File: config.mk
export PLATFORM = sky130hd
export DESIGN_NAME = power_source_selector
export DESIGN_NICKNAME = d
export VERILOG_FILES = /design/src/rtl/core/pss_pkg.sv /design/src/rtl/core/power_source_selector.sv /design/src/rtl/core/pss_front.sv /design/src/rtl/core/pss_queue.sv /design/src/rtl/core/pss_back.sv
export SDC_FILE = /design/constraint.sdc
export NUM_CORES = 2
export LEC_CHECK = 0
export ABC_CLOCK_PERIOD_IN_PS = 21500
export BUFFER_PORTS_ARGS = -buffer_cell sky130_fd_sc_hd__buf_4
export CELL_PAD_IN_SITES_DETAIL_PLACEMENT = 1
export CELL_PAD_IN_SITES_GLOBAL_PLACEMENT = 1
export CORE_MARGIN = 10
export CORE_UTILIZATION = 50
export CTS_CLUSTER_SIZE = 28
export DETAILED_ROUTE_END_ITERATION = 12
export GPL_TIMING_DRIVEN = 0
export PLACE_DENSITY_LB_ADDON = 0.1
export SYNTH_ARGS = -nofsm -noshare
export SYNTH_HDL_FRONTEND = slang
export SYNTH_SLANG_ARGS = --single-unit
export TNS_END_PERCENT = 5
File: constraint.sdc
create_clock -name clk_i -period 21.5 [get_ports clk_i]
set_clock_uncertainty 0.1 [all_clocks]
set_input_delay 3.225 -clock clk_i [delete_from_list [all_inputs] [get_ports clk_i]]
set_output_delay 3.225 -clock clk_i [all_outputs]
set_load 0.02 [all_outputs]
File: src/rtl/core/pss_pkg.sv
// shared types and constants of the power source selector
`timescale 1ns / 1ps
`default_nettype none
package pss_pkg;

  localparam logic [1:0] SRC_PSU  = 2'd0;
  localparam logic [1:0] SRC_BATT = 2'd1;
  localparam logic [1:0] SRC_BOTH = 2'd2;

  localparam logic [1:0] MODE_UNKNOWN = 2'd0;
  localparam logic [1:0] MODE_AUTO    = 2'd1;
  localparam logic [1:0] MODE_BATT    = 2'd2;
  localparam logic [1:0] MODE_PSU     = 2'd3;

  localparam logic [2:0] EV_NONE      = 3'd0;
  localparam logic [2:0] EV_DROP      = 3'd1;
  localparam logic [2:0] EV_MAN_BATT  = 3'd2;
  localparam logic [2:0] EV_MAN_PSU   = 3'd3;
  localparam logic [2:0] EV_AUTO_BATT = 3'd4;
  localparam logic [2:0] EV_AUTO_PSU  = 3'd5;

  localparam logic [2:0] REG_MODE       = 3'd0;
  localparam logic [2:0] REG_CHARGED    = 3'd1;
  localparam logic [2:0] REG_LOW        = 3'd2;
  localparam logic [2:0] REG_SENSOR_MIN = 3'd3;
  localparam logic [2:0] REG_SENSOR_MAX = 3'd4;
  localparam logic [2:0] REG_OUT_MIN    = 3'd5;
  localparam logic [2:0] REG_OUT_MAX    = 3'd6;
  localparam logic [2:0] REG_DROP_THR   = 3'd7;

  localparam logic [14:0] DROP_THR_RESET = 15'd9500;
  localparam logic [31:0] HOLDOFF_MS     = 32'd10000;
  localparam logic [31:0] MEASURE_GAP_MS = 32'd10000;
  localparam logic [25:0] LOCAL_MAP_IN   = 26'd1880;
  localparam logic [25:0] LOCAL_MAP_OUT  = 26'd10000;
  localparam int unsigned DIV_BITS       = 34;

  typedef struct packed {
    logic [31:0] now_ms;
    logic        drop;
    logic [15:0] battery_raw;
    logic        battery_valid;
  } item_t;

  typedef struct packed {
    logic [1:0]  mode;
    logic [15:0] charged_mv;
    logic [15:0] low_mv;
    logic [15:0] sensor_min;
    logic [15:0] sensor_max;
    logic [15:0] out_min_mv;
    logic [15:0] out_max_mv;
  } cfg_t;

  typedef enum logic [2:0] {
    BS_IDLE,
    BS_MEAS,
    BS_PREP,
    BS_DIV,
    BS_FIX,
    BS_DECIDE,
    BS_OUT
  } back_state_e;

endpackage
`default_nettype wire

File: src/rtl/core/power_source_selector.sv
// power source selector top level: config registers, front, queue and back
// when the battery is measured, an accepted tick passes through pop, multiply, prepare,
//   bit-serial restoring divider, saturate and decide; otherwise it goes from pop to decide
// the back end takes a new tick only after the last result of the previous one is taken;
//   a switch adds two more result transactions
// reset: async active low; source both, battery unknown, no holdoff, queue empty
`timescale 1ns / 1ps
`default_nettype none
module power_source_selector #(
  parameter int unsigned SWITCH_WAIT_MS = 2000
) (
  input  wire logic        clk_i,
  input  wire logic        rst_ni,
  input  wire logic        cfg_valid_i,
  output logic             cfg_ready_o,
  input  wire logic [2:0]  cfg_index_i,
  input  wire logic [15:0] cfg_data_i,
  input  wire logic        in_valid_i,
  output logic             in_ready_o,
  input  wire logic [31:0] now_ms_i,
  input  wire logic [11:0] local_raw_mv_i,
  input  wire logic        local_valid_i,
  input  wire logic [15:0] battery_raw_i,
  input  wire logic        battery_valid_i,
  output logic             out_valid_o,
  input  wire logic        out_ready_i,
  output logic             psu_relay_o,
  output logic             battery_relay_o,
  output logic             psu_led_o,
  output logic             battery_led_o,
  output logic [10:0]      wait_after_ms_o,
  output logic [1:0]       source_o,
  output logic [15:0]      battery_mv_o,
  output logic             battery_known_o,
  output logic [2:0]       event_res_o,
  output logic             last_o
);
  import pss_pkg::*;

  // step hold time, saturated to the field width
  localparam logic [10:0] WaitMs = (SWITCH_WAIT_MS > 2047) ? 11'd2047 : 11'(SWITCH_WAIT_MS);

  cfg_t        cfg_q, cfg_d;
  logic [14:0] thr_q, thr_d;

  item_t front_item, q_item;
  logic  front_vld, q_push_rdy, q_vld, q_pop_rdy;

  // config writes are always taken
  assign cfg_ready_o = 1'b1;

  always_comb begin
    cfg_d = cfg_q;
    thr_d = thr_q;
    if (cfg_valid_i) begin
      case (cfg_index_i)
        REG_MODE:       cfg_d.mode       = cfg_data_i[1:0];
        REG_CHARGED:    cfg_d.charged_mv = cfg_data_i;
        REG_LOW:        cfg_d.low_mv     = cfg_data_i;
        REG_SENSOR_MIN: cfg_d.sensor_min = cfg_data_i;
        REG_SENSOR_MAX: cfg_d.sensor_max = cfg_data_i;
        REG_OUT_MIN:    cfg_d.out_min_mv = cfg_data_i;
        REG_OUT_MAX:    cfg_d.out_max_mv = cfg_data_i;
        REG_DROP_THR:   thr_d            = cfg_data_i[14:0];
        default:        thr_d            = thr_q;
      endcase
    end
  end

  always_ff @(posedge clk_i or negedge rst_ni) begin
    if (!rst_ni) begin
      cfg_q <= '0;
      thr_q <= DROP_THR_RESET;
    end else begin
      cfg_q <= cfg_d;
      thr_q <= thr_d;
    end
  end

  // front: takes ticks and computes the drop flag
  pss_front u_front (
    .clk_i,
    .rst_ni,
    .in_valid_i,
    .in_ready_o,
    .now_ms_i,
    .local_raw_mv_i,
    .local_valid_i,
    .battery_raw_i,
    .battery_valid_i,
    .drop_thr_i   (thr_q),
    .item_o       (front_item),
    .item_valid_o (front_vld),
    .item_ready_i (q_push_rdy)
  );

  // decouples front from the slow back end
  pss_queue u_queue (
    .clk_i,
    .rst_ni,
    .push_item_i  (front_item),
    .push_valid_i (front_vld),
    .push_ready_o (q_push_rdy),
    .pop_item_o   (q_item),
    .pop_valid_o  (q_vld),
    .pop_ready_i  (q_pop_rdy)
  );

  // back: measurement, decision and result sequence
  pss_back #(
    .WaitMs (WaitMs)
  ) u_back (
    .clk_i,
    .rst_ni,
    .cfg_i        (cfg_q),
    .item_i       (q_item),
    .item_valid_i (q_vld),
    .item_ready_o (q_pop_rdy),
    .out_valid_o,
    .out_ready_i,
    .psu_relay_o,
    .battery_relay_o,
    .psu_led_o,
    .battery_led_o,
    .wait_after_ms_o,
    .source_o,
    .battery_mv_o,
    .battery_known_o,
    .event_res_o,
    .last_o
  );
endmodule
`default_nettype wire

File: src/rtl/core/pss_front.sv
// front end: takes a tick and classifies the local rail sample
`timescale 1ns / 1ps
`default_nettype none
module pss_front (
  input  wire logic          clk_i,
  input  wire logic          rst_ni,
  input  wire logic          in_valid_i,
  output logic               in_ready_o,
  input  wire logic [31:0]   now_ms_i,
  input  wire logic [11:0]   local_raw_mv_i,
  input  wire logic          local_valid_i,
  input  wire logic [15:0]   battery_raw_i,
  input  wire logic          battery_valid_i,
  input  wire logic [14:0]   drop_thr_i,
  output pss_pkg::item_t     item_o,
  output logic               item_valid_o,
  input  wire logic          item_ready_i
);
  import pss_pkg::*;

  logic        vld_q, vld_d;
  item_t       item_q, item_d;
  logic [25:0] lhs, rhs;
  logic        take;

  assign lhs = 26'(local_raw_mv_i) * LOCAL_MAP_OUT;
  assign rhs = 26'(drop_thr_i) * LOCAL_MAP_IN;

  assign in_ready_o   = !vld_q || item_ready_i;
  assign take         = in_valid_i && in_ready_o;
  assign item_o       = item_q;
  assign item_valid_o = vld_q;

  always_comb begin
    vld_d  = vld_q;
    item_d = item_q;
    if (item_ready_i) vld_d = 1'b0;
    if (take) begin
      vld_d                = 1'b1;
      item_d.now_ms        = now_ms_i;
      item_d.drop          = !local_valid_i || (lhs <= rhs);
      item_d.battery_raw   = battery_raw_i;
      item_d.battery_valid = battery_valid_i;
    end
  end

  always_ff @(posedge clk_i or negedge rst_ni) begin
    if (!rst_ni) begin
      vld_q <= 1'b0;
    end else begin
      vld_q <= vld_d;
    end
  end

  always_ff @(posedge clk_i) begin
    item_q <= item_d;
  end
endmodule
`default_nettype wire

File: src/rtl/core/pss_queue.sv
// two-entry queue between front and back
`timescale 1ns / 1ps
`default_nettype none
module pss_queue (
  input  wire logic      clk_i,
  input  wire logic      rst_ni,
  input  pss_pkg::item_t push_item_i,
  input  wire logic      push_valid_i,
  output logic           push_ready_o,
  output pss_pkg::item_t pop_item_o,
  output logic           pop_valid_o,
  input  wire logic      pop_ready_i
);
  import pss_pkg::*;

  item_t      mem_q [2];
  logic       wr_q, wr_d, rd_q, rd_d;
  logic [1:0] cnt_q, cnt_d;
  logic       push, pop;

  assign push_ready_o = cnt_q != 2'd2;
  assign pop_valid_o  = cnt_q != 2'd0;
  assign pop_item_o   = mem_q[rd_q];
  assign push         = push_valid_i && push_ready_o;
  assign pop          = pop_valid_o && pop_ready_i;

  always_comb begin
    wr_d  = push ? !wr_q : wr_q;
    rd_d  = pop ? !rd_q : rd_q;
    cnt_d = cnt_q + 2'(push) - 2'(pop);
  end

  always_ff @(posedge clk_i or negedge rst_ni) begin
    if (!rst_ni) begin
      wr_q  <= 1'b0;
      rd_q  <= 1'b0;
      cnt_q <= 2'd0;
    end else begin
      wr_q  <= wr_d;
      rd_q  <= rd_d;
      cnt_q <= cnt_d;
    end
  end

  always_ff @(posedge clk_i) begin
    if (push) mem_q[wr_q] <= push_item_i;
  end
endmodule
`default_nettype wire

File: src/rtl/core/pss_back.sv
// back end: battery measurement, source decision and relay sequence
`timescale 1ns / 1ps
`default_nettype none
module pss_back #(
  parameter logic [10:0] WaitMs = 11'd2000
) (
  input  wire logic           clk_i,
  input  wire logic           rst_ni,
  input  pss_pkg::cfg_t       cfg_i,
  input  pss_pkg::item_t      item_i,
  input  wire logic           item_valid_i,
  output logic                item_ready_o,
  output logic                out_valid_o,
  input  wire logic           out_ready_i,
  output logic                psu_relay_o,
  output logic                battery_relay_o,
  output logic                psu_led_o,
  output logic                battery_led_o,
  output logic [10:0]         wait_after_ms_o,
  output logic [1:0]          source_o,
  output logic [15:0]         battery_mv_o,
  output logic                battery_known_o,
  output logic [2:0]          event_res_o,
  output logic                last_o
);
  import pss_pkg::*;

  back_state_e   st_q, st_d;
  item_t         item_q, item_d;
  logic [1:0]    src_q, src_d, old_q, old_d;
  logic [15:0]   lvl_q, lvl_d;
  logic          known_q, known_d;
  logic [31:0]   meas_q, meas_d, hold_q, hold_d;
  logic          armed_q, armed_d;
  logic signed [33:0] n_q, n_d;
  logic signed [17:0] dv_q, dv_d;
  logic          neg_q, neg_d;
  logic [33:0]   div_q, div_d;
  logic [17:0]   rem_q, rem_d;
  logic [16:0]   den_q, den_d;
  logic [5:0]    cnt_q, cnt_d;
  logic [2:0]    ev_q, ev_d;
  logic          sw_q, sw_d;
  logic [1:0]    step_q, step_d;

  logic               low, charged, meas_en;
  logic [31:0]        next_meas;
  logic signed [16:0] a_op, b_op;
  logic [33:0]        an;
  logic [15:0]        ad;
  logic [17:0]        shifted;
  logic               ge;
  logic [34:0]        sum;
  logic               fin;

  assign low       = !known_q || (cfg_i.low_mv != 16'd0 && lvl_q <= cfg_i.low_mv);
  assign charged   = known_q && cfg_i.charged_mv != 16'd0 && lvl_q >= cfg_i.charged_mv;
  assign meas_en   = cfg_i.sensor_max != 16'd0 && cfg_i.out_max_mv != 16'd0;
  assign next_meas = meas_q + MEASURE_GAP_MS;
  assign a_op      = $signed({1'b0, item_q.battery_raw}) - $signed({1'b0, cfg_i.sensor_min});
  assign b_op      = $signed({1'b0, cfg_i.out_max_mv}) - $signed({1'b0, cfg_i.out_min_mv});
  assign an        = n_q[33] ? 34'(-n_q) : 34'(n_q);
  assign ad        = dv_q[17] ? 16'(-dv_q) : 16'(dv_q);
  assign shifted   = {rem_q[16:0], div_q[33]};
  assign ge        = shifted >= {1'b0, den_q};
  assign sum       = {1'b0, div_q} + 35'(cfg_i.out_min_mv);
  assign fin       = !sw_q || step_q == 2'd2;

  always_comb begin
    st_d = st_q; item_d = item_q; src_d = src_q; old_d = old_q;
    lvl_d = lvl_q; known_d = known_q; meas_d = meas_q; hold_d = hold_q;
    armed_d = armed_q; n_d = n_q; dv_d = dv_q; neg_d = neg_q; div_d = div_q;
    rem_d = rem_q; den_d = den_q; cnt_d = cnt_q; ev_d = ev_q; sw_d = sw_q;
    step_d = step_q;
    item_ready_o = 1'b0;
    case (st_q)
      BS_IDLE: begin
        item_ready_o = 1'b1;
        if (item_valid_i) begin
          item_d = item_i;
          st_d   = BS_MEAS;
        end
      end
      BS_MEAS: begin
        if (!meas_en || (low && item_q.now_ms < next_meas)) begin
          st_d = BS_DECIDE;
        end else begin
          meas_d = item_q.now_ms;
          if (!item_q.battery_valid) begin
            lvl_d   = 16'd0;
            known_d = 1'b0;
            st_d    = BS_DECIDE;
          end else begin
            dv_d = 18'($signed({1'b0, cfg_i.sensor_max}) - $signed({1'b0, cfg_i.sensor_min}));
            n_d  = 34'(a_op * b_op);
            st_d = BS_PREP;
          end
        end
      end
      BS_PREP: begin
        neg_d = n_q[33] ^ dv_q[17];
        rem_d = 18'd0;
        cnt_d = 6'd0;
        den_d = {ad, 1'b0};
        if (dv_q == 18'sd0) begin
          div_d = 34'd0;
          neg_d = 1'b0;
          st_d  = BS_FIX;
        end else begin
          div_d = {an[32:0], 1'b0} + 34'(ad);
          st_d  = BS_DIV;
        end
      end
      BS_DIV: begin
        rem_d = ge ? shifted - {1'b0, den_q} : shifted;
        div_d = {div_q[32:0], ge};
        cnt_d = cnt_q + 6'd1;
        if (cnt_q == 6'(DIV_BITS - 1)) st_d = BS_FIX;
      end
      BS_FIX: begin
        if (neg_q) begin
          lvl_d = (div_q > 34'(cfg_i.out_min_mv)) ? 16'd0 : cfg_i.out_min_mv - div_q[15:0];
        end else begin
          lvl_d = (sum > 35'd65535) ? 16'hffff : sum[15:0];
        end
        known_d = 1'b1;
        st_d    = BS_DECIDE;
      end
      BS_DECIDE: begin
        old_d  = src_q;
        ev_d   = EV_NONE;
        sw_d   = 1'b0;
        step_d = 2'd0;
        if (!armed_q || item_q.now_ms > hold_q) begin
          if (item_q.drop) begin
            ev_d    = EV_DROP;
            hold_d  = item_q.now_ms + HOLDOFF_MS;
            armed_d = 1'b1;
            if (src_q == SRC_BATT) begin
              src_d = SRC_PSU;
              sw_d  = 1'b1;
            end else if (src_q == SRC_PSU) begin
              src_d = SRC_BATT;
              sw_d  = 1'b1;
            end
          end else if (cfg_i.mode != MODE_AUTO) begin
            if (cfg_i.mode == MODE_BATT && src_q != SRC_BATT) begin
              src_d = SRC_BATT; ev_d = EV_MAN_BATT; sw_d = 1'b1;
            end else if (cfg_i.mode == MODE_PSU && src_q != SRC_PSU) begin
              src_d = SRC_PSU; ev_d = EV_MAN_PSU; sw_d = 1'b1;
            end
          end else if (charged) begin
            if (src_q != SRC_BATT) begin
              src_d = SRC_BATT; ev_d = EV_AUTO_BATT; sw_d = 1'b1;
            end
          end else if (low) begin
            if (src_q != SRC_PSU) begin
              src_d = SRC_PSU; ev_d = EV_AUTO_PSU; sw_d = 1'b1;
            end
          end
        end
        st_d = BS_OUT;
      end
      BS_OUT: begin
        if (out_ready_i) begin
          if (fin) st_d = BS_IDLE;
          else step_d = step_q + 2'd1;
        end
      end
      default: st_d = BS_IDLE;
    endcase
  end

  // result drives
  always_comb begin
    out_valid_o     = st_q == BS_OUT;
    source_o        = src_q;
    battery_mv_o    = lvl_q;
    battery_known_o = known_q;
    event_res_o     = ev_q;
    last_o          = fin;
    if (fin) begin
      psu_relay_o     = src_q == SRC_PSU;
      battery_relay_o = src_q == SRC_BATT;
      psu_led_o       = src_q != SRC_BATT;
      battery_led_o   = src_q != SRC_PSU;
      wait_after_ms_o = 11'd0;
    end else if (step_q == 2'd0) begin
      psu_relay_o     = 1'b1;
      battery_relay_o = old_q == SRC_BATT;
      psu_led_o       = 1'b1;
      battery_led_o   = old_q != SRC_PSU;
      wait_after_ms_o = WaitMs;
    end else begin
      psu_relay_o     = 1'b1;
      battery_relay_o = 1'b1;
      psu_led_o       = 1'b1;
      battery_led_o   = 1'b1;
      wait_after_ms_o = WaitMs;
    end
  end

  always_ff @(posedge clk_i or negedge rst_ni) begin
    if (!rst_ni) begin
      st_q    <= BS_IDLE;
      src_q   <= SRC_BOTH;
      lvl_q   <= 16'd0;
      known_q <= 1'b0;
      meas_q  <= 32'd0;
      hold_q  <= 32'd0;
      armed_q <= 1'b0;
      cnt_q   <= 6'd0;
      step_q  <= 2'd0;
      sw_q    <= 1'b0;
    end else begin
      st_q    <= st_d;
      src_q   <= src_d;
      lvl_q   <= lvl_d;
      known_q <= known_d;
      meas_q  <= meas_d;
      hold_q  <= hold_d;
      armed_q <= armed_d;
      cnt_q   <= cnt_d;
      step_q  <= step_d;
      sw_q    <= sw_d;
    end
  end

  always_ff @(posedge clk_i) begin
    item_q <= item_d;
    old_q  <= old_d;
    n_q    <= n_d;
    dv_q   <= dv_d;
    neg_q  <= neg_d;
    div_q  <= div_d;
    rem_q  <= rem_d;
    den_q  <= den_d;
    ev_q   <= ev_d;
  end
endmodule
`default_nettype wire

==> reports/summary.txt <==
Gate count after technology mapping = 4,511
Endpoint type of the worst setup path = flip-flop
Die H = 323 µm
Clock sinks = 538
FMAX = 0.0871 GHz
CP startpoint kind = flip-flop
Crit path kind = reg -> reg
PortBufs = 116
Synth top cells by count = 676 x inv_1, 452 x ha_1, 375 x fa_1, 375 x nand2_1, 331 x nor2_1
CTS Hold Bufs = 0
Count leader, synth = inv_1
Largest net degree at the start of global routing = 117
Req. time, crit path = 21.77 ns
Proportion of layout cells with a drive suffix above 1 = 9.77%
Reg clk slew, reported paths = 0.07 ns
CP max FO = 8
Register bit count reported by yosys = 538
Fin crit period = 11.48 ns
Mean area per synthesized cell = 10.1 µm²
Met2 GRT Util = 44.2%
Post-synthesis async set-or-reset flop share = 39.8%
H-tree Lvls = 2
Dpl hpwl = 105,000 µm
Synth Flop Type = edfxtp_1
HP Start = u_front.item_o[41]$_DFFE_PP_
Main combinational cell family by area after synthesis = adder cells
Reg2reg end = u_back.n_q[33]$_DFFE_PP_
Vias in the first global route = 36,800
Core box area = 90,400 µm²
Clock Tree Root = clkbuf_16
Synth Area in XOR/XNOR = 5.00%
Global-route wire length before repair = 209,000 µm
DR iter-0 viols = 1,922
Yosys warnings = 0
Crit path DAT = 11.75 ns
Final max-slew violation count = 0
CTS Buf Count = 57
Starting Density = 50.6%
FP Rows = 110
Top cells by area, synth = edfxtp_1 21%, fa_1 16%, ha_1 12%, dfrtp_1 11%, inv_1 5.5%
Mux cell area share after synthesis = 4.31%
Worst skew pair latency = 0.64 ns
Register area share after synthesis = 33.0%
Compound-cell area share of the yosys netlist = 9.85%
DRC = 0
Vias/cell = 5.71
Post-Synth Adder-Cell Area = 28.8%
Slew at the pin with the worst max-slew slack = 1.40 ns
Slowest-stage cell, CP = xnor2_1
Yosys top cell by area = edfxtp_1
PostCTS Resize Cnt = 0
Final Setup Violations = 0
R2R Path Start = cfg_q[48]$_DFFE_PN0P_
Crit path largest cell delay = 0.90 ns
R2R depth = 34
Via count = 33,800
TritonCTS clock tree = done
Worst hold stages = 0
EDFF count, synth = 324
Clk buf depth = 3
Die Wd = 323 µm
CP most frequent cell = fa_1
Status = finished, final reports clean
Fin Setup TNS = 0 ns
Grt ovf = 0
Grt peak-use layer = met2
Post-CTS setup buffers = 0
RSZ-0062 raised after global routing = false
GR Layer Usage met3 = 3.06%
Hold WC Path Type = reg -> reg
Global Route Usage Sum = 25.6%
Ratio of final minimum period to clock period = 53.4%
M1 GR Usage = 33.1%
Post-synth top area share = 21.3%
Post-Synth Simple-Gate Area = 12.4%
Antenna-violating nets left = 0
Distinct cells, synth = 81
Total wire length = 132,000 µm
Final hold violation count = 0
Nets = 5,613
Post-Synthesis Cell Area = 45,800 µm²
DIE AREA = 104,000 µm²
Slew headroom = 5.95%
IO Pins = 127
GPL Wtd Cong = 0.919
WHS Endpoint = u_queue.mem_q[1][41]$_DFFE_PP_
Max-cap violations = 0
Post-DR wirelength/cell = 22.2 µm
Reg2Reg Setup Slack = 10.02 ns
Pre-Repair DR Iteration Count = 7
Area Growth Syn to Fin = 10.3%
Antenna violations before repair = 2
Final core occ = 55.8%
metrics by stage:
stage	worst slack, ns	area [µm²]	hold slack, ns	std cells
after floorplan	12.49	45800	0.321	4515
after global placement	10.23	48100	0.323	5807
after detailed placement	10.05	48300	0.332	5816
after CTS	9.91	50400	0.347	5924
after global routing	9.38	50500	0.357	5925
final	10.02	50500	0.343	5926
flip-flops by register name, summed over array words and instances (netlist names), 17 cells and up:
register        count
u_queue.mem_q     100
cfg_q              98
u_back.item_q      50
u_front.item_o     50
u_back.div_q       34
u_back.n_q         34
u_back.hold_q      32
u_back.meas_q      32
u_back.dv_q        17
u_back.rem_q       17
critical path: cells and delay by family (launching register included):
kind | cells | cell delay [ns]
AO/OA/AOI/OAI | 15 | 4.37
XOR/XNOR | 2 | 1.19
adder cells (fa/ha/maj) | 9 | 4.08
buffers and inverters | 3 | 0.16
flip-flops | 1 | 0.46
AND/OR/NAND/NOR | 5 | 0.82
layout make-up:
| class | instances | area (µm²) |
|---|---|---|
| Fill cell | 9963 | 40000 |
| Multi-Input combinational cell | 3180 | 27700 |
| Sequential cell | 538 | 15100 |
| Inverter | 676 | 2540 |
| Clock buffer | 68 | 1550 |
| Tap cell | 1176 | 1470 |
| Timing Repair Buffer | 126 | 1050 |
| Clock inverter | 40 | 542 |
| Buffer | 121 | 512 |
| Antenna cell | 1 | 2.50 |
cells in the final DEF (no fill, tap or decap), types with 56 or more instances in the layout:
cell,n
clkbuf_1,107
xor2_1,85
clkbuf_16,58
dfrtp_1,207
edfxtp_1,324
nand2_1,375
ha_1,452
a21o_1,66
a21oi_1,170
mux2_2,161
nor3_1,65
nand2b_1,56
inv_1,675
buf_4,128
nand3_1,72
nor2_1,328
fa_1,375
xnor2_1,172
o21ai_0,209
worst max path at each step:
stage,from,endpoint,cells after the start
2_1_floorplan,cfg_q[50]$_DFFE_PN0P_,u_back.n_q[33]$_DFFE_PP_,32
3_3_place_gp,cfg_q[16]$_DFFE_PN0P_,u_back.n_q[33]$_DFFE_PP_,35
3_5_place_dp,cfg_q[16]$_DFFE_PN0P_,u_back.n_q[33]$_DFFE_PP_,35
4_1_cts,cfg_q[16]$_DFFE_PN0P_,u_back.n_q[33]$_DFFE_PP_,35
5_1_grt,cfg_q[48]$_DFFE_PN0P_,u_back.n_q[33]$_DFFE_PP_,34
6_report,cfg_q[48]$_DFFE_PN0P_,u_back.n_q[33]$_DFFE_PP_,34
logic make-up (layout without fill, tap and decap cells):
logic type	count (synthesis)	after routing
compound gates	713	713
xor+xnor	261	261
fa+ha+maj	827	827
buf+inv	797	1031
flops	538	538
mux	177	177
other cells	2	7
simple gates	1196	1196
per-layer routing:
metal	routed length [µm]	vias to the layer above
met5	0	-
met4	4590	0
met2	64300	690
li1	-	15600
met1	57200	17300
met3	5540	199
Power is not shown: default switching activity piles up to over one toggle a cycle in this logic, so the estimate is an artifact.
